<file path="src/hdl/tmp_pkg.sv">
// shared types, constants and saturation helper for the trapezoidal motion profile block
package tmp_pkg;

  localparam int QW        = 32;
  localparam int DIV_STEPS = 48;
  localparam int CNT_W     = $clog2(DIV_STEPS);

  localparam logic [30:0] MAX_SPEED_RST  = 31'd65536;
  localparam logic [30:0] ACCEL_RATE_RST = 31'd65536;
  localparam logic [15:0] TIME_STEP_RST  = 16'd656;

  localparam logic signed [33:0] SAT_HI = 34'sd2147483647;
  localparam logic signed [33:0] SAT_LO = -34'sd2147483648;

  typedef enum logic [1:0] {
    CFG_MAX_SPEED,
    CFG_ACCEL_RATE,
    CFG_TIME_STEP
  } cfg_idx_e;

  typedef enum logic [3:0] {
    ST_IDLE,
    ST_DIV,
    ST_MUL,
    ST_WB,
    ST_STOP,
    ST_STOP2,
    ST_DECIDE,
    ST_CLAMP,
    ST_COMMIT,
    ST_OUT
  } state_e;

  // operand pair for the shared multiplier
  typedef enum logic [2:0] {
    MS_VT,
    MS_TT,
    MS_AT,
    MS_DV,
    MS_NP
  } mul_sel_e;

  typedef struct packed {
    logic     load;
    logic     div_step;
    logic     mul;
    logic     wb;
    logic     stop;
    logic     stop2;
    logic     decide;
    logic     clamp;
    logic     commit;
    logic     emit;
    mul_sel_e sel;
  } cmd_t;

  typedef struct packed {
    logic in_valid;
    logic out_free;
  } status_t;

  function automatic logic signed [31:0] sat34(input logic signed [33:0] x);
    logic signed [31:0] r;
    if (x > SAT_HI) begin
      r = 32'sh7FFFFFFF;
    end else if (x < SAT_LO) begin
      r = 32'sh80000000;
    end else begin
      r = x[31:0];
    end
    return r;
  endfunction

endpackage

</file>
<file path="src/hdl/tmp_ctrl.sv">
// sequencer for the motion profile datapath: divider steps, multiplies, update
module tmp_ctrl (
  input  logic            clk_i,
  input  logic            rst_ni,
  input  tmp_pkg::status_t status_i,
  output tmp_pkg::cmd_t   cmd_o,
  output logic            in_ready_o
);

  tmp_pkg::state_e   state_q, state_d;
  tmp_pkg::mul_sel_e msel_q, msel_d;
  logic [tmp_pkg::CNT_W-1:0] cnt_q, cnt_d;

  localparam logic [tmp_pkg::CNT_W-1:0] CntLast = tmp_pkg::CNT_W'(tmp_pkg::DIV_STEPS - 1);

  always_ff @(posedge clk_i or negedge rst_ni) begin
    if (!rst_ni) begin
      state_q <= tmp_pkg::ST_IDLE;
      msel_q  <= tmp_pkg::MS_VT;
      cnt_q   <= '0;
    end else begin
      state_q <= state_d;
      msel_q  <= msel_d;
      cnt_q   <= cnt_d;
    end
  end

  // next state
  always_comb begin
    state_d = state_q;
    msel_d  = msel_q;
    cnt_d   = cnt_q;
    case (state_q)
      tmp_pkg::ST_IDLE: begin
        if (status_i.in_valid) begin
          state_d = tmp_pkg::ST_DIV;
          cnt_d   = '0;
        end
      end
      tmp_pkg::ST_DIV: begin
        cnt_d = cnt_q + 1'b1;
        if (cnt_q == CntLast) begin
          state_d = tmp_pkg::ST_MUL;
          msel_d  = tmp_pkg::MS_VT;
        end
      end
      tmp_pkg::ST_MUL: state_d = tmp_pkg::ST_WB;
      tmp_pkg::ST_WB: begin
        case (msel_q)
          tmp_pkg::MS_VT: begin
            msel_d  = tmp_pkg::MS_TT;
            state_d = tmp_pkg::ST_MUL;
          end
          tmp_pkg::MS_TT: begin
            msel_d  = tmp_pkg::MS_AT;
            state_d = tmp_pkg::ST_MUL;
          end
          tmp_pkg::MS_AT: begin
            msel_d  = tmp_pkg::MS_DV;
            state_d = tmp_pkg::ST_MUL;
          end
          tmp_pkg::MS_DV: state_d = tmp_pkg::ST_STOP;
          default:        state_d = tmp_pkg::ST_COMMIT;
        endcase
      end
      tmp_pkg::ST_STOP:   state_d = tmp_pkg::ST_STOP2;
      tmp_pkg::ST_STOP2:  state_d = tmp_pkg::ST_DECIDE;
      tmp_pkg::ST_DECIDE: state_d = tmp_pkg::ST_CLAMP;
      tmp_pkg::ST_CLAMP: begin
        state_d = tmp_pkg::ST_MUL;
        msel_d  = tmp_pkg::MS_NP;
      end
      tmp_pkg::ST_COMMIT: state_d = tmp_pkg::ST_OUT;
      tmp_pkg::ST_OUT: begin
        if (status_i.out_free) begin
          state_d = tmp_pkg::ST_IDLE;
        end
      end
      default: state_d = tmp_pkg::ST_IDLE;
    endcase
  end

  // outputs
  always_comb begin
    cmd_o      = '0;
    cmd_o.sel  = msel_q;
    in_ready_o = 1'b0;
    case (state_q)
      tmp_pkg::ST_IDLE: begin
        in_ready_o = 1'b1;
        cmd_o.load = status_i.in_valid;
      end
      tmp_pkg::ST_DIV:    cmd_o.div_step = 1'b1;
      tmp_pkg::ST_MUL:    cmd_o.mul      = 1'b1;
      tmp_pkg::ST_WB:     cmd_o.wb       = 1'b1;
      tmp_pkg::ST_STOP:   cmd_o.stop     = 1'b1;
      tmp_pkg::ST_STOP2:  cmd_o.stop2    = 1'b1;
      tmp_pkg::ST_DECIDE: cmd_o.decide   = 1'b1;
      tmp_pkg::ST_CLAMP:  cmd_o.clamp    = 1'b1;
      tmp_pkg::ST_COMMIT: cmd_o.commit   = 1'b1;
      tmp_pkg::ST_OUT:    cmd_o.emit     = status_i.out_free;
      default: ;
    endcase
  end

  a_load_starts_div: assert property (@(posedge clk_i) disable iff (!rst_ni)
    cmd_o.load |=> state_q == tmp_pkg::ST_DIV && cnt_q == '0)
    else $error("load did not start the divider");

  a_div_count_bounded: assert property (@(posedge clk_i) disable iff (!rst_ni)
    state_q == tmp_pkg::ST_DIV |-> cnt_q <= CntLast)
    else $error("divider step count overran");

  a_emit_returns_idle: assert property (@(posedge clk_i) disable iff (!rst_ni)
    cmd_o.emit |=> state_q == tmp_pkg::ST_IDLE && in_ready_o)
    else $error("emit not followed by idle");

endmodule

</file>
<file path="src/hdl/tmp_dp.sv">
// datapath: position and velocity state, restoring divider, shared multiplier
module tmp_dp (
  input  logic                clk_i,
  input  logic                rst_ni,
  input  tmp_pkg::cmd_t       cmd_i,
  input  logic signed [31:0]  goal_i,
  input  logic [30:0]         max_speed_i,
  input  logic [30:0]         accel_rate_i,
  input  logic [15:0]         time_step_i,
  output logic signed [31:0]  position_o,
  output logic signed [31:0]  velocity_o,
  output logic                braking_o
);

  logic signed [31:0] pos_q, vel_q;
  logic signed [31:0] goal_q;
  logic               dir_q;
  logic [30:0]        rem_q;
  logic [47:0]        quo_q;
  logic [63:0]        prod_q;
  logic               neg_q;
  logic signed [31:0] vt_q, tt_q, half_q, dv_q, dp_q;
  logic signed [31:0] stop_q, nv_q;
  logic               accel_q;
  logic               brake_q;

  logic [31:0] mag_v, mag_nv;
  logic [30:0] t_w;
  logic [30:0] dvsr;
  logic [31:0] trial;
  logic        ge;
  logic [30:0] rem_d;
  logic [31:0] ma, mb;
  logic        mneg;
  logic [47:0] pmag;
  logic signed [31:0] res;
  logic signed [32:0] gdiff, serr;
  logic signed [33:0] step, lim, nv;

  assign mag_v  = vel_q[31] ? 32'(-vel_q) : 32'(vel_q);
  assign mag_nv = nv_q[31] ? 32'(-nv_q) : 32'(nv_q);

  // stop time |v|/accel, saturated to 31 bits
  assign t_w   = (|quo_q[47:31]) ? '1 : quo_q[30:0];
  assign dvsr  = (accel_rate_i == '0) ? 31'd1 : accel_rate_i;
  assign trial = {rem_q, quo_q[47]};
  assign ge    = trial >= {1'b0, dvsr};
  assign rem_d = ge ? 31'(trial - {1'b0, dvsr}) : trial[30:0];

  always_comb begin
    ma   = '0;
    mb   = '0;
    mneg = 1'b0;
    case (cmd_i.sel)
      tmp_pkg::MS_VT: begin
        ma   = mag_v;
        mb   = {1'b0, t_w};
        mneg = vel_q[31];
      end
      tmp_pkg::MS_TT: begin
        ma = {1'b0, t_w};
        mb = {1'b0, t_w};
      end
      tmp_pkg::MS_AT: begin
        ma = {1'b0, accel_rate_i};
        mb = 32'(tt_q);
      end
      tmp_pkg::MS_DV: begin
        ma = {1'b0, accel_rate_i};
        mb = {16'b0, time_step_i};
      end
      tmp_pkg::MS_NP: begin
        ma   = mag_nv;
        mb   = {16'b0, time_step_i};
        mneg = nv_q[31];
      end
      default: ;
    endcase
  end

  // product >> 16 with sign and saturation
  assign pmag = prod_q[63:16];
  always_comb begin
    if (neg_q) begin
      res = (pmag > 48'h0000_8000_0000) ? 32'sh80000000 : signed'(32'(48'd0 - pmag));
    end else begin
      res = (pmag > 48'h0000_7FFF_FFFF) ? 32'sh7FFFFFFF : signed'(pmag[31:0]);
    end
  end

  assign gdiff = 33'(goal_i) - 33'(pos_q);
  assign serr  = 33'(stop_q) - 33'(goal_q);
  assign lim   = $signed({3'b000, max_speed_i});
  assign step  = (accel_q == dir_q) ? 34'(vel_q) + 34'(dv_q) : 34'(vel_q) - 34'(dv_q);

  always_comb begin
    if (step > lim) begin
      nv = lim;
    end else if (step < -lim) begin
      nv = -lim;
    end else begin
      nv = step;
    end
  end

  always_ff @(posedge clk_i or negedge rst_ni) begin
    if (!rst_ni) begin
      pos_q   <= '0;
      vel_q   <= '0;
      brake_q <= 1'b0;
    end else if (cmd_i.commit) begin
      pos_q   <= tmp_pkg::sat34(34'(pos_q) + 34'(dp_q));
      vel_q   <= nv_q;
      brake_q <= !accel_q;
    end
  end

  always_ff @(posedge clk_i) begin
    if (cmd_i.load) begin
      goal_q <= goal_i;
      dir_q  <= !gdiff[32];
      rem_q  <= '0;
      quo_q  <= {mag_v, 16'b0};
    end
    if (cmd_i.div_step) begin
      rem_q <= rem_d;
      quo_q <= {quo_q[46:0], ge};
    end
    if (cmd_i.mul) begin
      prod_q <= ma * mb;
      neg_q  <= mneg;
    end
    if (cmd_i.wb) begin
      case (cmd_i.sel)
        tmp_pkg::MS_VT: vt_q   <= res;
        tmp_pkg::MS_TT: tt_q   <= res;
        tmp_pkg::MS_AT: half_q <= res >>> 1;
        tmp_pkg::MS_DV: dv_q   <= res;
        tmp_pkg::MS_NP: dp_q   <= res;
        default: ;
      endcase
    end
    if (cmd_i.stop) begin
      stop_q <= tmp_pkg::sat34(34'(pos_q) + 34'(vt_q));
    end
    if (cmd_i.stop2) begin
      stop_q <= tmp_pkg::sat34(dir_q ? 34'(stop_q) - 34'(half_q)
                                     : 34'(stop_q) + 34'(half_q));
    end
    if (cmd_i.decide) begin
      accel_q <= dir_q ? serr[32] : (!serr[32] && serr != '0);
    end
    if (cmd_i.clamp) begin
      nv_q <= nv[31:0];
    end
  end

  assign position_o = pos_q;
  assign velocity_o = vel_q;
  assign braking_o  = brake_q;

  a_clamp_in_limit: assert property (@(posedge clk_i) disable iff (!rst_ni)
    cmd_i.clamp |=> (34'(nv_q) <= lim) && (34'(nv_q) >= -lim))
    else $error("clamped velocity outside speed limit");

  a_tt_nonneg: assert property (@(posedge clk_i) disable iff (!rst_ni)
    cmd_i.wb && cmd_i.sel == tmp_pkg::MS_TT |=> !tt_q[31])
    else $error("t*t came out negative");

endmodule

</file>
<file path="src/hdl/trapezoidal_motion_profile.sv">
// top level: config registers, controller, datapath and output item register
//
// Trapezoidal motion profile generator, signed Q16.16 throughout.
// Slave stream: one item per motion tick, tdata holds goal_position.
// Master stream: one item per tick, tdata = {command_velocity, command_position},
// tuser = braking (1 when the tick decelerated).
// Config port: cfg_we_i writes cfg_wdata_i into register cfg_addr_i
// (0 max_speed, 1 accel_rate, 2 time_step); write only while idle.
// An accepted item first runs the 48-step restoring divider for the stop time,
// then five passes through one 32x32 multiplier, the last one after the
// stop-point add and saturate steps, the accel or brake decision and the speed
// clamp, and then the commit into position and velocity before the output register.
// tready on the slave side is high only while the block is idle.
// Reset clears position and velocity to zero and loads the register defaults
// (max_speed 1.0, accel_rate 1.0, time_step 656).
// A stalled master side holds the result in the output register; the next
// item is accepted and worked on, and its result waits until the slot frees.
module trapezoidal_motion_profile (
  input  logic        clk_i,
  input  logic        rst_ni,
  input  logic        s_axis_tvalid,
  output logic        s_axis_tready,
  input  logic [31:0] s_axis_tdata,   // [31:0] goal_position
  output logic        m_axis_tvalid,
  input  logic        m_axis_tready,
  output logic [63:0] m_axis_tdata,   // [31:0] command_position, [63:32] command_velocity
  output logic        m_axis_tuser,   // [0] braking
  input  logic        cfg_we_i,
  input  logic [1:0]  cfg_addr_i,
  input  logic [30:0] cfg_wdata_i
);

  logic [30:0] max_speed_q, accel_rate_q;
  logic [15:0] time_step_q;

  tmp_pkg::cmd_t    cmd;
  tmp_pkg::status_t status;
  logic             in_ready;

  logic signed [31:0] position, velocity;
  logic               braking;

  logic        out_valid_q;
  logic [63:0] out_data_q;
  logic        out_user_q;

  always_ff @(posedge clk_i or negedge rst_ni) begin
    if (!rst_ni) begin
      max_speed_q  <= tmp_pkg::MAX_SPEED_RST;
      accel_rate_q <= tmp_pkg::ACCEL_RATE_RST;
      time_step_q  <= tmp_pkg::TIME_STEP_RST;
    end else if (cfg_we_i) begin
      case (tmp_pkg::cfg_idx_e'(cfg_addr_i))
        tmp_pkg::CFG_MAX_SPEED:  max_speed_q  <= cfg_wdata_i;
        tmp_pkg::CFG_ACCEL_RATE: accel_rate_q <= cfg_wdata_i;
        tmp_pkg::CFG_TIME_STEP:  time_step_q  <= cfg_wdata_i[15:0];
        default: ;
      endcase
    end
  end

  assign status.in_valid = s_axis_tvalid;
  assign status.out_free = !out_valid_q || m_axis_tready;

  tmp_ctrl u_ctrl (
    .clk_i      (clk_i),
    .rst_ni     (rst_ni),
    .status_i   (status),
    .cmd_o      (cmd),
    .in_ready_o (in_ready)
  );

  tmp_dp u_dp (
    .clk_i        (clk_i),
    .rst_ni       (rst_ni),
    .cmd_i        (cmd),
    .goal_i       (signed'(s_axis_tdata)),
    .max_speed_i  (max_speed_q),
    .accel_rate_i (accel_rate_q),
    .time_step_i  (time_step_q),
    .position_o   (position),
    .velocity_o   (velocity),
    .braking_o    (braking)
  );

  // output item register
  always_ff @(posedge clk_i or negedge rst_ni) begin
    if (!rst_ni) begin
      out_valid_q <= 1'b0;
    end else if (cmd.emit) begin
      out_valid_q <= 1'b1;
    end else if (m_axis_tready) begin
      out_valid_q <= 1'b0;
    end
  end

  always_ff @(posedge clk_i) begin
    if (cmd.emit) begin
      out_data_q <= {velocity, position};
      out_user_q <= braking;
    end
  end

  assign s_axis_tready = in_ready;
  assign m_axis_tvalid = out_valid_q;
  assign m_axis_tdata  = out_data_q;
  assign m_axis_tuser  = out_user_q;

endmodule
</file>
<file path="config.mk">
export PLATFORM = sky130hd
export DESIGN_NAME = trapezoidal_motion_profile
export DESIGN_NICKNAME = d
export VERILOG_FILES = /design/src/hdl/tmp_pkg.sv /design/src/hdl/tmp_ctrl.sv /design/src/hdl/tmp_dp.sv /design/src/hdl/trapezoidal_motion_profile.sv
export SDC_FILE = /design/constraint.sdc
export NUM_CORES = 2
export LEC_CHECK = 0
export BUFFER_PORTS_ARGS = -buffer_cell sky130_fd_sc_hd__clkbuf_2
export CORE_AREA = 4 4 427 429
export CTS_CLUSTER_SIZE = 28
export DETAILED_ROUTE_END_ITERATION = 16
export DIE_AREA = 0 0 431 433
export GPL_TIMING_DRIVEN = 0
export PLACE_DENSITY = 0.58
export SLEW_MARGIN = 30
export SYNTH_ARGS = -nofsm -noshare
export SYNTH_HDL_FRONTEND = slang
export SYNTH_SLANG_ARGS = --single-unit
export TNS_END_PERCENT = 30
</file>
<file path="constraint.sdc">
create_clock -name clk_i -period 15.2 [get_ports clk_i]
set_clock_uncertainty 0.15 [all_clocks]
set_input_delay 2.28 -clock clk_i [delete_from_list [all_inputs] [get_ports clk_i]]
set_output_delay 2.28 -clock clk_i [all_outputs]
set_load 0.1 [all_outputs]
</file>
# Word-level counts from Yosys, hierarchy flattened
# Index checks and enable logic that the tools add are counted.
# totals
regBits,623
wordCells,157
# op_classes
n_mux,51
eq_ne,21
multipliers,1
magnitude_cmp,11
reduce_logical,32
add_sub_neg,14
# ops
operator,count
2-to-1 mux 32 bit,14
2-to-1 mux 31 bit,6
one-hot mux 32 bit (4 select lines),1
greater-than comparator 34 x 32 -> 1 bit (second input constant),3
< comparator 34 x 32 -> 1 bit (second input constant),3
adder 32 x 32 -> 33 bit,3
subtractor 32 x 32 -> 33 bit,3
2-to-1 mux 48 bit,2
one-hot mux 32 bit (3 select lines),1
2-to-1 mux 34 bit,2
multiplier 32 x 32 -> 64 bit,1
negator 32 bit,2
greater-than comparator 48 x 31 -> 1 bit (second input constant),1
greater-than comparator 48 x 32 -> 1 bit (second input constant),1
one-hot mux 4 bit (10 select lines),1
greater-than comparator 34 x 32 -> 1 bit,1
< comparator 34 bit,1
negator 31 -> 34 bit,1
adder 32 x 31 -> 33 bit,1
nonzero test 33 bit,1
subtractor 32 x 31 -> 33 bit,1
greater-or-equal comparator 32 x 31 -> 1 bit,1
subtractor 1 x 32 -> 32 bit (first input constant),1
zero test 31 bit,1
37 further kinds,77

# Depth between registers and ports, before layout
# logic_depth
ltp_word,6
mapped_depth,42

# By module
# A second synthesis with hierarchy kept.
# unflattened
cells_unflattened,7630
area_unflattened_um2,71771.3
# modules_own_cells
module,n_inst,seq_area_each_um2,cells_per_inst,area_each_um2
tmp_dp,1,13187.6,7303,66047.1
trapezoidal_motion_profile,1,3935.0,234,4908.5
tmp_ctrl,1,325.3,93,815.8

# Least setup slack after synthesis
# Ideal clock, no wire load.
# synth_timing
kind,flip-flop to flip-flop
start,register u_dp.vel_q[8] (netlist: u_dp.velocity_o[8])
end,"register u_dp.prod_q[63], data pin"
arrival_ns,10.082
path_stages_with_launch,39
path_buffers,2
setup_ns,0.260
period_less_slack_ns,10.492
required_ns,14.790
slack_ns,4.708
path_cell_list,dfrtp_1 or4_4 or3_4 or3_4 or3_4 or2_1 or4_4 o21ai_2 xor2_1 nor2_1 nor3_1 buf_2 nor2_1 fa_1 inv_1 fa_1 fa_1 fa_1 (+3 left out) fa_1 inv_1 fa_1 inv_1 ha_1 clkbuf_1 a21o_1 a21o_1 a21oi_1 o21ai_0 o311ai_0 o211ai_1 or2_2 o211ai_1 a31oi_1 a21o_1 a21oi_1 xnor2_1
# synth_between
elab_chain_cells,4
# synth_rtl
item,line_no,rtl
from (decl),tmp_dp.sv:15,"logic signed [31:0] pos_q, vel_q;"
from (signal assigned),tmp_dp.sv:113,vel_q <= nv_q;
negator 32 bit,tmp_dp.sv:40,assign mag_v = vel_q[31] ? 32'(-vel_q) : 32'(vel_q);
2-to-1 mux 32 bit (*),tmp_dp.sv:40,
one-hot mux 32 bit (4 select lines) (*),tmp_dp.sv:54,case (cmd_i.sel)
multiplier 32 x 32 -> 64 bit (*),tmp_dp.sv:130,prod_q <= ma * mb;
to (signal assigned),tmp_dp.sv:130,
to (decl),tmp_dp.sv:20,logic [63:0] prod_q;
# Every way passes the cells marked *; elsewhere a longest branch is shown, timed or not.
# A chain may end at the register's enable or synchronous reset.

# Final worst setup path
# Ends and elaborated chain as after synthesis.

==> metrics.cfg <==
[sta]
fin_crit_sh_pct = 89.9
finalHoldViolations = 0
timing.fmax_ghz = 0.0732
tns_ps = 0
rsz0062_at_grt = no
maxSlewViolCount = 0
max-slew-margin-rel_pct = 20.9
worstMarginPinSlew_ps = 1170
setup_viol = 0
min_period_ps = 13660

[global_routing]
grt_pass1_vias = 60500
overflow = 0
track_usage_pct = 31.6
grt_antenna_before_repair = 19
grt_pass1_wl_mm = 425
grt_max_degree = 65

[floorplanning]
start_util_pct = 39.9
fp.dieW_um = 431
rows = 155
dieArea_um2 = 187000
core_um2 = 178000
die_y_um = 433
io_pins = 137

[worst_setup_path]
start_kind = flip-flop
r2r-start = u_dp.velocity_o[8]
worstPathRequired_ps = 15500
criticalPathCategory = flip-flop to flip-flop
regToRegSetupSlack_ps = 1540
ff2ff_path_depth = 33
critPathBufInv = 5
endpoint_kind = flip-flop
slowest_delay_ps = 750
worstPathArrival_ps = 13960
path_max_fanout = 10
cp-endpoint = u_dp.prod_q[63]
cp_top_family = adder cells
startpoint = u_dp.velocity_o[8]
critPathMostFrequentCell = fa_1
reg2reg_to = u_dp.prod_q[63]
cp_slowest_cell = clkbuf_1
path_depth = 33

[placed_design]
port_buffers = 136
finalWeightedCongestion = 1.03
dpl.hpwl_mm = 242

[logic_synthesis]
avgSynthCellArea_um2 = 9.22
async_flop_share_pct = 25.9
netlist-cell-type-count = 95
ys_warn_count = 0
synth_ff_type = edfxtp_1
syn_area_um2 = 71100
synth_nets = 9236
syn-instance-count = 7712
synth_edf_count = 450
ys_seq_elements = 607
ys_seq_area_share_pct = 24.5

[route]
dr.first_iter.drc_count = 5706
first_pass_iters = 7
viasPerCell = 5.72
drc_errors = 0
vias = 59700
wire_per_inst_um = 28.2
routed_wl_mm = 295
final_antenna_net_count = 0

[cts]
clock-sinks = 607
clock_path_buffers = 3
post_cts_buffers = 0
ctsHoldBuffers = 0
cts_resized = 0
clock_latency_ps = 730
cts-root-buf = clkbuf_16
cts_tree = done
clk_pin_slew_worst_paths_ps = 60
cts_buffers = 75
h-tree-depth = 3

[layout]
layout_commonest_cell = inv_1
final_nets = 9530
drive_gt1_share_pct = 7.80
syn2layout_area_growth_pct = 11.0
layout_common_cells = inv_1 (1138), nor2_1 (943), fa_1 (901), nand2_1 (820), ha_1 (553)

[flow_run]
drv_cap = 0

[status]
status = finished clean

[hold_path]
hold_path.class = flip-flop to flip-flop

## through the flow
step,utilization [%],hold slack (ps),cells,worst slack [ps],area (um^2)
global placement,41.9,293,10200,113,74800
CTS,44.3,311,10400,1880,78900
global route,44.3,320,10400,1260,78900
detailed placement,42.8,297,10300,1920,76300
floorplan,-,275,7712,4710,71100
finish,44.3,312,10400,1540,78900
## Yosys cell counts, types with 25 or more instances
library cell     n  area [um^2]
inv_1         1139         4280
nor2_1         948         3560
fa_1           901        18000
nand2_1        821         3080
ha_1           553         6920
edfxtp_1       450        13500
a21oi_1        405         2030
o21ai_0        338         1690
clkbuf_1       303         1140
xnor2_1        207         1810
a21o_1         178         1340
dfrtp_1        152         3800
xor2_1         141         1230
nor3_1          92          460
mux2_2          86          968
nand3_1         67          335
nand4_1         65          407
nor2b_1         61          382
o21a_1          58          435
or3_1           55          344
nand2b_1        54          338
nor4_1          43          269
mux2i_1         40          400
and3_1          37          231
and2_1          35          219
o31ai_1         34          255
a211oi_1        32          240
o21bai_1        27          203
o311ai_0        27          236
a31oi_1         25          156
## registers in the layout, summed over array words and instances, names as in the netlist, 4 cells and up
name,flops
accel_rate_q,31
m_axis_tdata,64
max_speed_q,31
time_step_q,16
u_ctrl.cnt_q,6
u_ctrl.state_q,4
u_dp.dp_q,32
u_dp.dv_q,32
u_dp.goal_q,32
u_dp.half_q,31
u_dp.nv_q,32
u_dp.position_o,32
u_dp.prod_q,48
u_dp.quo_q,48
u_dp.rem_q,31
u_dp.stop_q,32
u_dp.tt_q,32
u_dp.velocity_o,32
u_dp.vt_q,32
## worst min path at each step
stage                               from            to  slack, ps  depth (start not counted)
after floorplan           u_dp.braking_o  m_axis_tuser        270                          0
after global placement    u_dp.braking_o  m_axis_tuser        290                          0
after detailed placement  u_dp.braking_o  m_axis_tuser        300                          0
after CTS                 u_dp.braking_o  m_axis_tuser        310                          0
after global routing      u_dp.braking_o  m_axis_tuser        320                          0
final                     u_dp.braking_o  m_axis_tuser        310                          0
## per-layer routing
metal	track usage, %	routed length [um]	vias to the layer above	share of wire (%)
met4	17.6	20700	0	7.0
met2	49.4	130000	2773	44
li1	-	-	26000	-
met3	7.43	27200	745	9.2
met1	40.4	117000	30100	40
met5	0	0	-	0
## kinds of logic (layout without fill, tap and decap cells)
family	Yosys count	after routing	synth area share, %
AO/OA/AOI/OAI	1327	1327	11.7
XOR/XNOR	348	348	4.29
adder cells (fa/ha/maj)	1464	1464	35.2
buffers and inverters	1479	1836	7.85
flip-flops	607	607	24.5
multiplexers	126	126	1.92
other	1	11	0.00527
AND/OR/NAND/NOR	2360	2360	14.5
## area by class of cell
type                    instances  area, um^2
diodes                         10        25.0
plain buffers                 338        1360
clock buffers                  91        2040
clock inverters                49         546
fillers                     17400       99300
inverters                    1141        4280
multi-input cells            5626       48700
flip-flops and latches        607       17400
well taps                    2355        2950
repair buffers                217        1640
Power is left out: the tool's default activity adds up to more than one toggle a clock period on the data nets, which glitch-free logic cannot reach.
